$ cat src/wps_pkg.sv
`default_nettype none

package wps_pkg;

	localparam int IDX_W = 3;
	localparam int COUNT_W = 4;
	localparam int LOSS_W = 20;
	localparam int RTT_W = 24;
	localparam int SCORE_W = 25;
	localparam int QUOT_W = 14;

	localparam logic [LOSS_W-1:0] LOSS_CAP = 20'd1000000;
	localparam logic [LOSS_W-1:0] VOICE_LOSS_LIMIT = 20'd1000;

	// Division by 100 as a multiplication by a reciprocal, exact for values below 1864135.
	localparam int RECIP_W = 21;
	localparam logic [RECIP_W-1:0] LOSS_RECIP = 21'd1342178;
	localparam int RECIP_SHIFT = 27;
	localparam int PROD_W = LOSS_W + RECIP_W;

	localparam logic CMD_UPDATE = 1'b0;
	localparam logic CMD_SELECT = 1'b1;

	typedef enum logic [1:0] {
		ST_IDLE,
		ST_WRITE,
		ST_SCAN,
		ST_REPORT
	} state_t;

	typedef struct packed {
		logic capture;
		logic write_entry;
		logic scan_step;
	} dp_ctrl_t;

	typedef struct packed {
		logic scan_done;
	} dp_status_t;

endpackage

`default_nettype wire

$ cat src/wps_datapath.sv
`default_nettype none

module wps_datapath #(
	parameter int MAX_CIRCUITS = 8
) (
	input  wire logic                          clk,
	input  wire logic                          arst_n,
	input  wire wps_pkg::dp_ctrl_t             ctrl,
	output wps_pkg::dp_status_t                status,
	input  wire logic                          cfg_we,
	input  wire logic [wps_pkg::COUNT_W-1:0]   cfg_data,
	input  wire logic [wps_pkg::IDX_W-1:0]     circuit_index,
	input  wire logic                          circuit_up,
	input  wire logic [wps_pkg::LOSS_W-1:0]    loss_rate,
	input  wire logic [wps_pkg::RTT_W-1:0]     rtt_us,
	input  wire logic                          is_voice,
	output logic [wps_pkg::IDX_W-1:0]          path_index,
	output logic                               fallback
);

	localparam int IW = $clog2(MAX_CIRCUITS);
	localparam int CW = $clog2(MAX_CIRCUITS + 1);

	logic [wps_pkg::COUNT_W-1:0] count_q;
	logic [CW-1:0] n_q;
	logic [CW-1:0] k_q;
	logic found_q;
	logic [IW-1:0] best_idx_q;
	logic [wps_pkg::LOSS_W-1:0] best_loss_q;
	logic [wps_pkg::RTT_W-1:0] best_rtt_q;
	logic [wps_pkg::SCORE_W-1:0] best_score_q;

	logic [wps_pkg::IDX_W-1:0] idx_q;
	logic up_q;
	logic [wps_pkg::LOSS_W-1:0] loss_q;
	logic [wps_pkg::RTT_W-1:0] rtt_q;
	logic voice_q;

	logic [MAX_CIRCUITS-1:0] active_q;
	logic [wps_pkg::LOSS_W-1:0] loss_tab_q [MAX_CIRCUITS];
	logic [wps_pkg::RTT_W-1:0] rtt_tab_q [MAX_CIRCUITS];
	logic [wps_pkg::SCORE_W-1:0] score_tab_q [MAX_CIRCUITS];

	logic [CW-1:0] n_clamped;
	logic [wps_pkg::LOSS_W-1:0] loss_capped;
	logic [wps_pkg::PROD_W-1:0] loss_prod;
	logic [wps_pkg::QUOT_W-1:0] loss_quot;
	logic [wps_pkg::SCORE_W-1:0] new_score;
	logic idx_in_range;
	logic [IW-1:0] wr_entry;
	logic [IW-1:0] rd_entry;
	logic cand_active;
	logic [wps_pkg::LOSS_W-1:0] cand_loss;
	logic [wps_pkg::RTT_W-1:0] cand_rtt;
	logic [wps_pkg::SCORE_W-1:0] cand_score;
	logic better;
	logic adopt;
	logic [31:0] best_idx_wide;

	always_comb begin
		if (32'(count_q) > MAX_CIRCUITS) begin
			n_clamped = CW'(MAX_CIRCUITS);
		end else begin
			n_clamped = CW'(count_q);
		end
		if (loss_rate > wps_pkg::LOSS_CAP) begin
			loss_capped = wps_pkg::LOSS_CAP;
		end else begin
			loss_capped = loss_rate;
		end
	end

	assign loss_prod = wps_pkg::PROD_W'(loss_q) * wps_pkg::PROD_W'(wps_pkg::LOSS_RECIP);
	assign loss_quot = wps_pkg::QUOT_W'(loss_prod >> wps_pkg::RECIP_SHIFT);
	assign new_score = wps_pkg::SCORE_W'(rtt_q) + wps_pkg::SCORE_W'(loss_quot);
	assign idx_in_range = 32'(idx_q) < MAX_CIRCUITS;
	assign wr_entry = IW'(32'(idx_q));

	assign rd_entry = k_q[IW-1:0];
	assign cand_active = active_q[rd_entry];
	assign cand_loss = loss_tab_q[rd_entry];
	assign cand_rtt = rtt_tab_q[rd_entry];
	assign cand_score = score_tab_q[rd_entry];

	always_comb begin
		if (voice_q) begin
			better = (cand_loss < wps_pkg::VOICE_LOSS_LIMIT) &&
				((best_loss_q >= wps_pkg::VOICE_LOSS_LIMIT) || (cand_rtt < best_rtt_q));
		end else begin
			better = cand_score < best_score_q;
		end
		adopt = ctrl.scan_step && cand_active && (!found_q || better);
	end

	assign status.scan_done = k_q >= n_q;

	always_ff @(posedge clk or negedge arst_n) begin
		if (!arst_n) begin
			count_q <= '0;
			n_q <= '0;
			k_q <= '0;
			found_q <= 1'b0;
			best_idx_q <= '0;
			active_q <= '0;
		end else begin
			if (cfg_we) begin
				count_q <= cfg_data;
			end
			if (ctrl.capture) begin
				n_q <= n_clamped;
				k_q <= '0;
				found_q <= 1'b0;
				best_idx_q <= '0;
			end else if (ctrl.scan_step) begin
				k_q <= k_q + CW'(1);
				if (adopt) begin
					found_q <= 1'b1;
					best_idx_q <= rd_entry;
				end
			end
			if (ctrl.write_entry && idx_in_range) begin
				active_q[wr_entry] <= up_q;
			end
		end
	end

	always_ff @(posedge clk) begin
		if (ctrl.capture) begin
			idx_q <= circuit_index;
			up_q <= circuit_up;
			loss_q <= loss_capped;
			rtt_q <= rtt_us;
			voice_q <= is_voice;
		end
		if (adopt) begin
			best_loss_q <= cand_loss;
			best_rtt_q <= cand_rtt;
			best_score_q <= cand_score;
		end
		if (ctrl.write_entry && idx_in_range) begin
			loss_tab_q[wr_entry] <= loss_q;
			rtt_tab_q[wr_entry] <= rtt_q;
			score_tab_q[wr_entry] <= new_score;
		end
	end

	assign best_idx_wide = 32'(best_idx_q);
	assign path_index = best_idx_wide[wps_pkg::IDX_W-1:0];
	assign fallback = !found_q;

endmodule

`default_nettype wire

$ cat src/wps_controller.sv
`default_nettype none

module wps_controller (
	input  wire logic                 clk,
	input  wire logic                 arst_n,
	input  wire logic                 start,
	input  wire logic                 cmd,
	input  wire wps_pkg::dp_status_t  status,
	output wps_pkg::dp_ctrl_t         ctrl,
	output logic                      busy,
	output logic                      done
);

	wps_pkg::state_t state_q;
	wps_pkg::state_t state_next;

	always_ff @(posedge clk or negedge arst_n) begin
		if (!arst_n) begin
			state_q <= wps_pkg::ST_IDLE;
		end else begin
			state_q <= state_next;
		end
	end

	always_comb begin
		state_next = state_q;
		ctrl = '0;
		busy = 1'b1;
		done = 1'b0;
		case (state_q)
			wps_pkg::ST_IDLE: begin
				busy = 1'b0;
				if (start) begin
					ctrl.capture = 1'b1;
					if (cmd == wps_pkg::CMD_UPDATE) begin
						state_next = wps_pkg::ST_WRITE;
					end else begin
						state_next = wps_pkg::ST_SCAN;
					end
				end
			end
			wps_pkg::ST_WRITE: begin
				ctrl.write_entry = 1'b1;
				state_next = wps_pkg::ST_IDLE;
			end
			wps_pkg::ST_SCAN: begin
				if (status.scan_done) begin
					state_next = wps_pkg::ST_REPORT;
				end else begin
					ctrl.scan_step = 1'b1;
				end
			end
			wps_pkg::ST_REPORT: begin
				done = 1'b1;
				state_next = wps_pkg::ST_IDLE;
			end
			default: begin
				state_next = wps_pkg::ST_IDLE;
			end
		endcase
	end

endmodule

`default_nettype wire

$ cat src/wan_path_selector.sv
// Channel   Handshake             Payload
// command   start / busy          cmd, circuit_index, circuit_up, loss_rate, rtt_us, is_voice
// result    done (one cycle)      path_index, fallback
// config    cfg_we                cfg_data (circuit_count)
//
// An update transaction keeps busy high for one cycle while the circuit entry is written.
// A select transaction stays busy while it scans n entries, where n is the configured circuit
// count limited to MAX_CIRCUITS: one table entry per cycle is compared with the best so far.
// The result is shown with done in the last busy cycle; the receiver cannot stall it.
// Reset clears the circuit count and marks every circuit inactive.
`default_nettype none

module wan_path_selector #(
	parameter int MAX_CIRCUITS = 8
) (
	input  wire logic                          clk,
	input  wire logic                          arst_n,
	input  wire logic                          start,
	output logic                               busy,
	input  wire logic                          cmd,
	input  wire logic [wps_pkg::IDX_W-1:0]     circuit_index,
	input  wire logic                          circuit_up,
	input  wire logic [wps_pkg::LOSS_W-1:0]    loss_rate,
	input  wire logic [wps_pkg::RTT_W-1:0]     rtt_us,
	input  wire logic                          is_voice,
	output logic                               done,
	output logic [wps_pkg::IDX_W-1:0]          path_index,
	output logic                               fallback,
	input  wire logic                          cfg_we,
	input  wire logic [wps_pkg::COUNT_W-1:0]   cfg_data
);

	wps_pkg::dp_ctrl_t ctrl;
	wps_pkg::dp_status_t status;

	wps_controller u_ctrl (
		.clk    (clk),
		.arst_n (arst_n),
		.start  (start),
		.cmd    (cmd),
		.status (status),
		.ctrl   (ctrl),
		.busy   (busy),
		.done   (done)
	);

	wps_datapath #(
		.MAX_CIRCUITS(MAX_CIRCUITS)
	) u_dp (
		.clk           (clk),
		.arst_n        (arst_n),
		.ctrl          (ctrl),
		.status        (status),
		.cfg_we        (cfg_we),
		.cfg_data      (cfg_data),
		.circuit_index (circuit_index),
		.circuit_up    (circuit_up),
		.loss_rate     (loss_rate),
		.rtt_us        (rtt_us),
		.is_voice      (is_voice),
		.path_index    (path_index),
		.fallback      (fallback)
	);

endmodule

`default_nettype wire

$ cat config.mk
export PLATFORM = sky130hd
export DESIGN_NAME = wan_path_selector
export DESIGN_NICKNAME = d
export VERILOG_FILES = /design/src/wps_pkg.sv /design/src/wps_datapath.sv /design/src/wps_controller.sv /design/src/wan_path_selector.sv
export SDC_FILE = /design/constraint.sdc
export NUM_CORES = 1
export LEC_CHECK = 0
export BUFFER_PORTS_ARGS = -buffer_cell sky130_fd_sc_hd__buf_2
export CORE_UTILIZATION = 63
export DETAILED_ROUTE_END_ITERATION = 10
export PLACE_DENSITY_LB_ADDON = 0.15
export SETUP_SLACK_MARGIN = 0.5
export SLEW_MARGIN = 20
export SYNTH_ARGS = -nofsm -noshare
export SYNTH_HDL_FRONTEND = slang
export SYNTH_SLANG_ARGS = --single-unit
$ cat constraint.sdc
create_clock -name clk -period 9.1 [get_ports clk]
set_input_delay 0 -clock clk [delete_from_list [all_inputs] [get_ports clk]]
set_output_delay 0 -clock clk [all_outputs]
set_load 0.02 [all_outputs]
# Word-level counts from Yosys, hierarchy flattened

Memory sizes are Yosys's and may differ from the RTL's.
Cells that the tools add are included.

Equal/unequal tests: 5
Multipliers: 1
$add $sub $neg: 2
Order comparisons: 10
Multiplexer cells: 28
Reductions and logical operators: 13

Operator list:

| operator                                                            | number |
|---|---|
| multiplier 20 x 20 -> 40 bit, second input constant                 | 1 |
| adder 24 x 14 -> 25 bit                                             | 1 |
| less-than comparator 25 bit                                         | 1 |
| less-than comparator 24 bit                                         | 1 |
| greater-or-equal comparator 20 x 10 -> 1 bit, second input constant | 1 |
| greater-than comparator 20 bit, second input constant               | 1 |
| less-than comparator 20 x 10 -> 1 bit, second input constant        | 1 |
| 2-to-1 mux 1 bit                                                    | 15 |
| 2-to-1 mux 4 bit                                                    | 3 |
| 2-to-1 mux 3 bit                                                    | 3 |
| bitwise mux 8 bit                                                   | 1 |
| less-than comparator 3 x 4 -> 1 bit, second input constant          | 2 |
| 2-to-1 mux 2 bit                                                    | 3 |
| one-hot mux 2 bit (3 select lines)                                  | 1 |
| adder 4 x 1 -> 4 bit, second input constant                         | 1 |
| == test 2 bit, second input constant                                | 2 |
| greater-or-equal comparator 4 bit                                   | 1 |
| greater-than comparator 4 bit, second input constant                | 1 |
| logical AND 1 bit                                                   | 4 |
| inequality test 2 bit, second input constant                        | 2 |
| AND reduction 2 bit                                                 | 2 |
| nonzero test 2 bit                                                  | 2 |
| binary-select mux 1 bit (select 3 bit)                              | 1 |
| demux 1 bit (select 3 bit)                                          | 1 |
| 6 further kinds                                                     | 7 |

Bits in writable memories: 552
Logic and storage cells: 77
Register bits: 144
Input bits: 58
Output and inout port bits: 6
Memories kept: 3

Memory list:

| memory           | depth | bits a word | rd ports | clocked after memory_dff | wr ports | line               | text |
|---|---|---|---|---|---|---|---|
| u_dp.score_tab_q | 8     | 25          | 1        | 0                        | 1        | wps_datapath.sv:42 | `logic [wps_pkg::SCORE_W-1:0] score_tab_q [MAX_CIRCUITS];` |
| u_dp.rtt_tab_q   | 8     | 24          | 1        | 0                        | 1        | wps_datapath.sv:41 | `logic [wps_pkg::RTT_W-1:0] rtt_tab_q [MAX_CIRCUITS];` |
| u_dp.loss_tab_q  | 8     | 20          | 1        | 0                        | 1        | wps_datapath.sv:40 | `logic [wps_pkg::LOSS_W-1:0] loss_tab_q [MAX_CIRCUITS];` |

# Depth between registers and ports, before layout

Gate-level depths: netlist (run 1).
An unclocked memory read counts as a cell.

Depth after elaboration: 10
Mapped depth: 33
Depth with buffers taken out: 33

# Cells and area by module

A second synthesis (run 1) with hierarchy kept.

Cells, all modules: 2173
Area, all modules: 34807.1 µm²

Modules (own cells, without submodules):

| module         | sequential area each (µm²) | instances | cells each | area each (µm²) |
|---|---|---|---|---|
| wps_datapath   | 19909.1                    | 1         | 2161       | 34690.8 |
| wps_controller | 50.0                       | 1         | 12         | 116.4 |

# Worst setup path before layout (run 1)

No wires, ideal clock.

Path type: register to register
Start point: register u_dp.loss_q[11] (netlist name)
End point: memory u_dp.score_tab_q[0][20] (netlist name) (data pin)
Arrival: 7686 ps
Library setup time: 231 ps
Clock period less this slack: 7918 ps
Stages on the path, launching flop included: 30
Setup slack: 1182 ps
Data required time: 8869 ps
Path buffers: 0
Cell sequence: edfxtp_1 -> ha_1 -> inv_1 -> fa_1 -> fa_1 -> inv_1 -> fa_1 -> fa_1 -> fa_1 -> inv_1 -> fa_1 -> inv_1 -> ha_1 -> and4_1 -> a221oi_1 -> a21oi_1 -> o21a_1 -> nor2_1 -> o21bai_1 -> xor2_1 -> ha_1 -> nor2b_1 -> o21ai_0 -> a21boi_0 -> or4_1 -> a31o_2 -> a21oi_1 -> a21oi_1 -> nand4_1 -> xnor2_1

Cells in the longest elaborated chain, start to end: 2

RTL lines:

| element                           | line                | text |
|---|---|---|
| from (decl)                       | wps_datapath.sv:35  | `logic [wps_pkg::LOSS_W-1:0] loss_q;` |
| from (signal assigned)            | wps_datapath.sv:131 | `loss_q <= loss_capped;` |
| multiplier 20 x 20 -> 40 bit      | wps_datapath.sv:73  | `assign loss_prod = wps_pkg::PROD_W'(loss_q) * wps_pkg::PROD_W'(wps_pkg::LOSS_RECIP);` |
| adder 24 x 14 -> 25 bit           | wps_datapath.sv:75  | `assign new_score = wps_pkg::SCORE_W'(rtt_q) + wps_pkg::SCORE_W'(loss_quot);` |
| named net u_dp.new_score, one bit | wps_datapath.sv:48  | `logic [wps_pkg::SCORE_W-1:0] new_score;` |
| to (decl)                         | wps_datapath.sv:42  |  |

The timed path passes the listed nets, and every way through them passes these cells.

# Final worst setup path (run 1)

Start point: register u_dp.loss_q[12] (netlist name)
End point: memory u_dp.score_tab_q[0][20] (netlist name) (data pin)

The elaborated chain is that of the path after synthesis.

==> results of run 1 <==
==> metrics by stage <==
stage	setup slack (ps)	util	hold slack (ps)
finish	858	0.729	103
floorplan	1180	-	-296
global placement	356	0.668	28.3
detailed placement	29.6	0.668	45.1
CTS	479	0.723	75.3
global route	460	0.729	88.1
==> placed cells by master (no fill, tap or decap), drive strengths merged, types with 7 or more instances in the layout <==
| master | instances |
|---|---|
| a21o | 15 |
| a21oi | 38 |
| and2 | 14 |
| and3 | 7 |
| and4 | 7 |
| buf | 144 |
| clkbuf | 84 |
| clkinv | 26 |
| dfrtp | 26 |
| dlygate4sd3 | 62 |
| edfxtp | 643 |
| fa | 145 |
| ha | 289 |
| inv | 325 |
| mux2 | 13 |
| mux4 | 134 |
| nand2 | 222 |
| nand2b | 10 |
| nand3 | 15 |
| nand4 | 11 |
| nor2 | 45 |
| nor2b | 9 |
| nor3 | 18 |
| nor4 | 7 |
| o21ai | 23 |
| xnor2 | 28 |
| xor2 | 9 |
==> how the worst min path moves through the flow <==
stage | from | endpoint | slack, ps | cells after the start
final | rtt_us[0] | u_dp.rtt_q[0]$_DFFE_PP_ | 100 | 2
after global placement | arst_n | u_dp.n_q[0]$_DFFE_PN0P_ | 30 | 1
after global routing | rtt_us[8] | u_dp.rtt_q[8]$_DFFE_PP_ | 90 | 2
after floorplan | arst_n | u_ctrl.state_q[0]$_DFFE_PN0P_ | -300 | 0
after CTS | rtt_us[8] | u_dp.rtt_q[8]$_DFFE_PP_ | 80 | 2
after detailed placement | arst_n | u_ctrl.state_q[1]$_DFFE_PN0P_ | 50 | 1
==> cell type report <==
| cell class | instances | area share |
|---|---|---|
| clock inverter | 36 | 0.00844 |
| tap | 688 | 0.0223 |
| timing repair buffer | 206 | 0.0413 |
| multi-input combinational | 1119 | 0.331 |
| clock buffer | 84 | 0.0468 |
| inverter | 322 | 0.0314 |
| sequential | 669 | 0.518 |
==> registers in the layout (all words and copies together), names as in the netlist, 2 cells and up <==
register	flops
u_dp.loss_tab_q	136
u_dp.loss_q	20
u_dp.best_rtt_q	24
u_dp.idx_q	3
u_dp.rtt_tab_q	192
u_dp.score_tab_q	200
u_dp.path_index	3
u_dp.active_q	8
u_dp.rtt_q	24
u_dp.count_q	4
u_ctrl.state_q	2
u_dp.best_score_q	25
u_dp.best_loss_q	17
u_dp.n_q	4
u_dp.k_q	4
==> per-layer routing <==
layer	vias to the layer above	wire length, um
met1	9503	29900
met3	102	4640
li1	8261	-
met2	595	35000
met4	0	1650
met5	-	0
==> cell families (layout without fill, tap and decap cells) <==
group,count (synthesis),count (layout),share of synthesized area
and+or+nand+nor,380,380,0.0503
adders and majority gates,434,434,0.192
AOI/OAI and AO/OA,115,115,0.0225
xor gates and xnor gates,37,37,0.00955
muxes,153,153,0.0951
buffers and inverters,378,648,0.0426
DFF,669,669,0.588
==> repair_timing <==
item                                   4_1_cts  5_1_grt
buffers inserted                            11       25
pin swaps                                    0        8
setup endpoints to repair                  112      120
resized for setup                            8       21
endpoints found under the hold margin       85        0
hold buffers                                63        0
==> impl_metrics.sql, run 1 <==
INSERT INTO impl_metrics (metric_group, metric, value, unit) VALUES
('synthesis', 'synth_seq_area_share', '0.588', ''),
('outcome', 'violations_in_the_final_reports', 'design-rule violations', ''),
('timing', 'finalCritPeriodShare', '0.906', ''),
('global_routing', 'antenna_found_initial', '3', ''),
('worst_setup_path', 'cp.required', '9480', 'ps'),
('worst_setup_path', 'cp_slowest_stage_delay', '570', 'ps'),
('clocking', 'clock_tree.htree_level_count', '3', ''),
('timing', 'hold_violations', '0', ''),
('timing', 'post_route_clock_skew', '23.2', 'ps'),
('cells_and_area', 'finish.net_count', '2877', ''),
('global_routing', 'grt_usage', '0.273', ''),
('timing', 'timing.final.max_slew_violations', '0', ''),
('placed_design', 'dp_hpwl', '44600', 'um'),
('synthesis', 'synth.top_cells.by_count', '643 x edfxtp_1, 322 x inv_1, 289 x ha_1', ''),
('cells_and_area', 'layout_overhead_on_the_synthesized_area', '13.5', '%'),
('routing', 'wl_per_cell', '22.8', 'um'),
('timing', 'setup_viol_count_final', '0', ''),
('global_routing', 'met2_usage', '0.445', ''),
('synthesis', 'netlist_area', '33900', 'um^2'),
('clocking', 'cts_buffers', '67', ''),
('clocking', 'clock-root-buffer', 'clkbuf_16', ''),
('worst_setup_path', 'worst-endpoint-arrival', '8620', 'ps'),
('worst_setup_path', 'worstRegToRegCells', '30', ''),
('timing', 'max_slew.worst_pin.slew', '1060', 'ps'),
('global_routing', 'grt_overflow_total', '0', ''),
('timing', 'clock.fmax', '121', 'MHz'),
('placed_design', 'globalplace.congestion', '0.855', ''),
('timing', 'worst_slew_margin_rel', '0.294', ''),
('placed_design', 'dpl_cell_area', '35300', 'um^2'),
('floorplanning', 'die_h', '234', 'um'),
('placed_design', 'io_buffer_count', '63', ''),
('cells_and_area', 'fillCellCount', '3225', ''),
('routing', 'drt-total-wl', '71200', 'um'),
('cells_and_area', 'insertedDiodeCount', '0', ''),
('floorplanning', 'rows', '84', ''),
('routing', 'detailroute.via_count', '18461', ''),
('worst_setup_path', 'path_buf_inv', '6', ''),
('floorplanning', 'dieWidth', '234', 'um'),
('cells_and_area', 'layout.area.seq', '20000', 'um^2'),
('worst_setup_path', 'crit-reg2reg-launch', 'u_dp.loss_q[12]$_SDFFCE_PN0P_', ''),
('cells_and_area', 'design_area', '38500', 'um^2'),
('synthesis', 'number_of_synthesized_flops_with_an_enable_pin', '643', ''),
('routing', 'drc', '6', ''),
('synthesis', 'yosys_synthesis_warning_count', '0', ''),
('worst_setup_path', 'worst_setup_path_endpoint', 'u_dp.score_tab_q[0][20]$_DFFE_PP_', ''),
('synthesis', 'synthTopCellsByArea', 'edfxtp_1 57%, ha_1 11%, mux4_2 8.9%', ''),
('timing', 'fin_tns_setup', '0', 'ps'),
('cells_and_area', 'drive_gt1_frac', '0.176', ''),
('clocking', 'buffers_from_clock_root_to_sink_at_most', '3', ''),
('worst_setup_path', 'crit_top_cell', 'fa_1', ''),
('worst_setup_path', 'timing.critical_path.from_type', 'register', ''),
('routing', 'detail_route.vias_per_cell', '5.91', ''),
('floorplanning', 'dieArea', '54800', 'um^2'),
('clocking', 'worstSkewPairLatency', '610', 'ps'),
('global_routing', 'grt.met1_usage', '0.380', ''),
('outcome', 'outcome', 'finished, violations left', ''),
('synthesis', 'yosys.area.top_type', 'edfxtp_1', ''),
('worst_setup_path', 'critical_path.startpoint', 'u_dp.loss_q[12]$_SDFFCE_PN0P_', ''),
('global_routing', 'grt_max_degree', '63', ''),
('routing', 'detail_route.iter0.violations', '1506', ''),
('worst_setup_path', 'reg2reg_to', 'u_dp.score_tab_q[0][20]$_DFFE_PP_', ''),
('routing', 'drt.antenna.violating_nets', '0', ''),
('global_routing', 'via_count_of_the_first_global_routing_pass', '19245', ''),
('clocking', 'clkSinkCount', '669', ''),
('clocking', 'tritoncts', 'yes', ''),
('floorplanning', 'floorplan.initialDensity', '0.642', ''),
('synthesis', 'synth-main-ff-cell', 'edfxtp_1', ''),
('global_routing', 'globalRouteMet3Util', '0.0497', ''),
('synthesis', 'synth.ff_latch_count', '669', ''),
('global_routing', 'grt_first_pass_wirelength', '110000', 'um'),
('timing', 'rsz0062_at_grt', 'no', '');
Power of run 1 is not shown: default switching activity piles up to over one toggle a cycle in this logic, so the estimate is an artifact.
==> inputs of run 2 (changes only) <==
--- a/config.mk
+++ b/config.mk
@@ -8,8 +8,11 @@
 export BUFFER_PORTS_ARGS = -buffer_cell sky130_fd_sc_hd__buf_2
 export CORE_UTILIZATION = 63
 export DETAILED_ROUTE_END_ITERATION = 10
+export GPL_ROUTABILITY_DRIVEN = 0
+export GPL_TIMING_DRIVEN = 0
 export PLACE_DENSITY_LB_ADDON = 0.15
 export SETUP_SLACK_MARGIN = 0.5
+export SKIP_CTS_REPAIR_TIMING = 1
 export SLEW_MARGIN = 20
 export SYNTH_ARGS = -nofsm -noshare
 export SYNTH_HDL_FRONTEND = slang
==> impl_metrics.sql, run 2 (synthesized netlist as in run 1, its figures left out) <==
INSERT INTO impl_metrics (metric_group, metric, value, unit) VALUES
('timing', 'finalCritPeriodShare', '0.925', ''),
('floorplanning', 'rows', '84', ''),
('global_routing', 'grt_max_degree', '50', ''),
('routing', 'wl_per_cell', '24.1', 'um'),
('placed_design', 'io_buffer_count', '63', ''),
('worst_setup_path', 'timing.critical_path.from_type', 'register', ''),
('clocking', 'tritoncts', 'yes', ''),
('floorplanning', 'core-area', '52900', 'um^2'),
('global_routing', 'grt_overflow_total', '0', ''),
('routing', 'detail_route.iter0.violations', '1597', ''),
('global_routing', 'antenna_found_initial', '1', ''),
('worst_setup_path', 'worst_path_max_delay_cell', 'edfxtp_1', ''),
('cells_and_area', 'multiInputGateArea', '12900', 'um^2'),
('cells_and_area', 'layout.area.seq', '20000', 'um^2'),
('routing', 'drt-total-wl', '77900', 'um'),
('floorplanning', 'die_h', '234', 'um'),
('routing', 'detailroute.via_count', '19285', ''),
('floorplanning', 'floorplan.initialDensity', '0.642', ''),
('worst_setup_path', 'cp.required', '9420', 'ps'),
('cells_and_area', 'finish.net_count', '2982', ''),
('placed_design', 'dp_hpwl', '53200', 'um'),
('outcome', 'outcome', 'finished, violations left', ''),
('timing', 'setup_viol_count_final', '0', ''),
('clocking', 'cts_buffers', '67', ''),
('cells_and_area', 'registers_with_the_highest_flip_flop_counts', 'u_dp.score_tab_q x200, u_dp.rtt_tab_q x192, u_dp.loss_tab_q x136', ''),
('global_routing', 'grt_usage', '0.291', ''),
('floorplanning', 'dieArea', '54800', 'um^2'),
('timing', 'max_slew.worst_pin.slew', '1060', 'ps'),
('cells_and_area', 'largest_register', 'u_dp.score_tab_q', ''),
('timing', 'fin_tns_setup', '0', 'ps'),
('cells_and_area', 'core_occupancy_in_the_finished_layout', '0.754', ''),
('clocking', 'clock-root-buffer', 'clkbuf_16', ''),
('cells_and_area', 'drive_gt1_frac', '0.203', ''),
('hold_path', 'hold_class', 'primary input to asynchronous set/reset pin', ''),
('routing', 'drt.antenna.violating_nets', '0', ''),
('timing', 'rsz0062_at_grt', 'no', ''),
('clocking', 'cts.clk_slew.worst_paths', '60', 'ps'),
('cells_and_area', 'mostFrequentLayoutCell', 'edfxtp_1', ''),
('outcome', 'violations_in_the_final_reports', 'design-rule violations, negative hold slack', ''),
('clocking', 'worstSkewPairLatency', '610', 'ps'),
('timing', 'worst_hold_slack', '-67.4', 'ps'),
('cells_and_area', 'insertedDiodeCount', '0', ''),
('timing', 'final.min_clock_period', '8410', 'ps'),
('clocking', 'clock_tree.htree_level_count', '3', ''),
('floorplanning', 'dieWidth', '234', 'um'),
('cells_and_area', 'fillCellCount', '3030', ''),
('global_routing', 'via_count_of_the_first_global_routing_pass', '19526', ''),
('worst_setup_path', 'cp_slowest_stage_delay', '550', 'ps'),
('routing', 'drc', '6', ''),
('global_routing', 'grt_first_pass_wirelength', '115000', 'um'),
('cells_and_area', 'final_cell_mix', '643 x edfxtp_1, 320 x inv_1, 285 x ha_1', ''),
('cells_and_area', 'largest_register_ffs', '200', ''),
('timing', 'clock.fmax', '119', 'MHz'),
('floorplanning', 'i_o_pin_cnt', '64', ''),
('cells_and_area', 'layout_overhead_on_the_synthesized_area', '17.3', '%'),
('timing', 'post_route_clock_skew', '28.0', 'ps'),
('job', 'drv.max_cap_violation_count', '0', ''),
('worst_setup_path', 'worst-endpoint-arrival', '8730', 'ps'),
('timing', 'timing.final.max_slew_violations', '0', ''),
('worst_setup_path', 'critical_path.endpoint_type', 'register', ''),
('timing', 'hold_violations', '26', ''),
('worst_setup_path', 'critical_path_class', 'register to register', ''),
('routing', 'detail_route.vias_per_cell', '5.97', ''),
('clocking', 'buffers_from_clock_root_to_sink_at_most', '3', ''),
('routing', 'drt_pre_antenna_iters', '8', ''),
('clocking', 'clkSinkCount', '669', ''),
('timing', 'worst_slew_margin_rel', '0.295', ''),
('worst_setup_path', 'worst-path-max-fanout', '8', '');
==> run 2: cell count changes in the layout (fill, tap and decap cells not counted), moves of 8 or more <==
cell      change
clkbuf_1     +32
buf_12        +8
buf_16       +18
buf_2        +16
buf_6        +12
buf_4        +10
==> run 2: final timing paths <==
path                       slack [ps]                                 to  depth (start not counted)                          from
hold / removal                    -70           u_dp.found_q$_DFFE_PN0P_                          2                        arst_n
hold reg to reg                   510       u_dp.active_q[7]$_DFFE_PN0P_                          1  u_dp.active_q[7]$_DFFE_PN0P_
min in group clk                  110           u_dp.rtt_q[18]$_DFFE_PP_                          2                    rtt_us[18]
setup reg to reg                  690  u_dp.score_tab_q[0][20]$_DFFE_PP_                         29  u_dp.loss_q[6]$_SDFFCE_PN1P_
max in group asynchronous        8770       u_dp.active_q[1]$_DFFE_PN0P_                          2                        arst_n
setup / recovery                  690  u_dp.score_tab_q[0][20]$_DFFE_PP_                         29  u_dp.loss_q[6]$_SDFFCE_PN1P_
==> run 2: layout make-up <==
class,count,share of cell area
Inverter,322,0.0304
Buffer,56,0.00606
Multi-Input combinational cell,1119,0.324
Sequential cell,669,0.501
Timing Repair Buffer,255,0.0619
Clock inverter,37,0.00999
Tap cell,688,0.0216
Clock buffer,83,0.0447
==> run 2: metrics by stage <==
step	instances	setup WS [ps]	area (um^2)
floorplan	2166	1180	33900
CTS	3083	-1140	38200
global route	3229	392	39800
global placement	2917	-2090	35100
finish	3229	685	39800
detailed placement	2963	-1030	36000
==> run 2: critical path: cells and delay by family, from the launching register on <==
family | cells | cell delay, ps
AND/OR/NAND/NOR | 2 | 680
XOR/XNOR | 2 | 240
buffers and inverters | 5 | 390
flip-flops | 1 | 550
adder cells (fa/ha/maj) | 9 | 3910
AO/OA/AOI/OAI | 11 | 2340
==> run 2: metal layers <==
layer | GRT usage | vias to the layer above | share of wire
li1 | - | 8495 | -
met1 | 0.405 | 9923 | 0.41
met3 | 0.0497 | 141 | 0.070
met2 | 0.473 | 724 | 0.49
met4 | 0.0950 | 2 | 0.026
met5 | 0 | - | 0.00015
Power of run 2 is left out for the same reason.
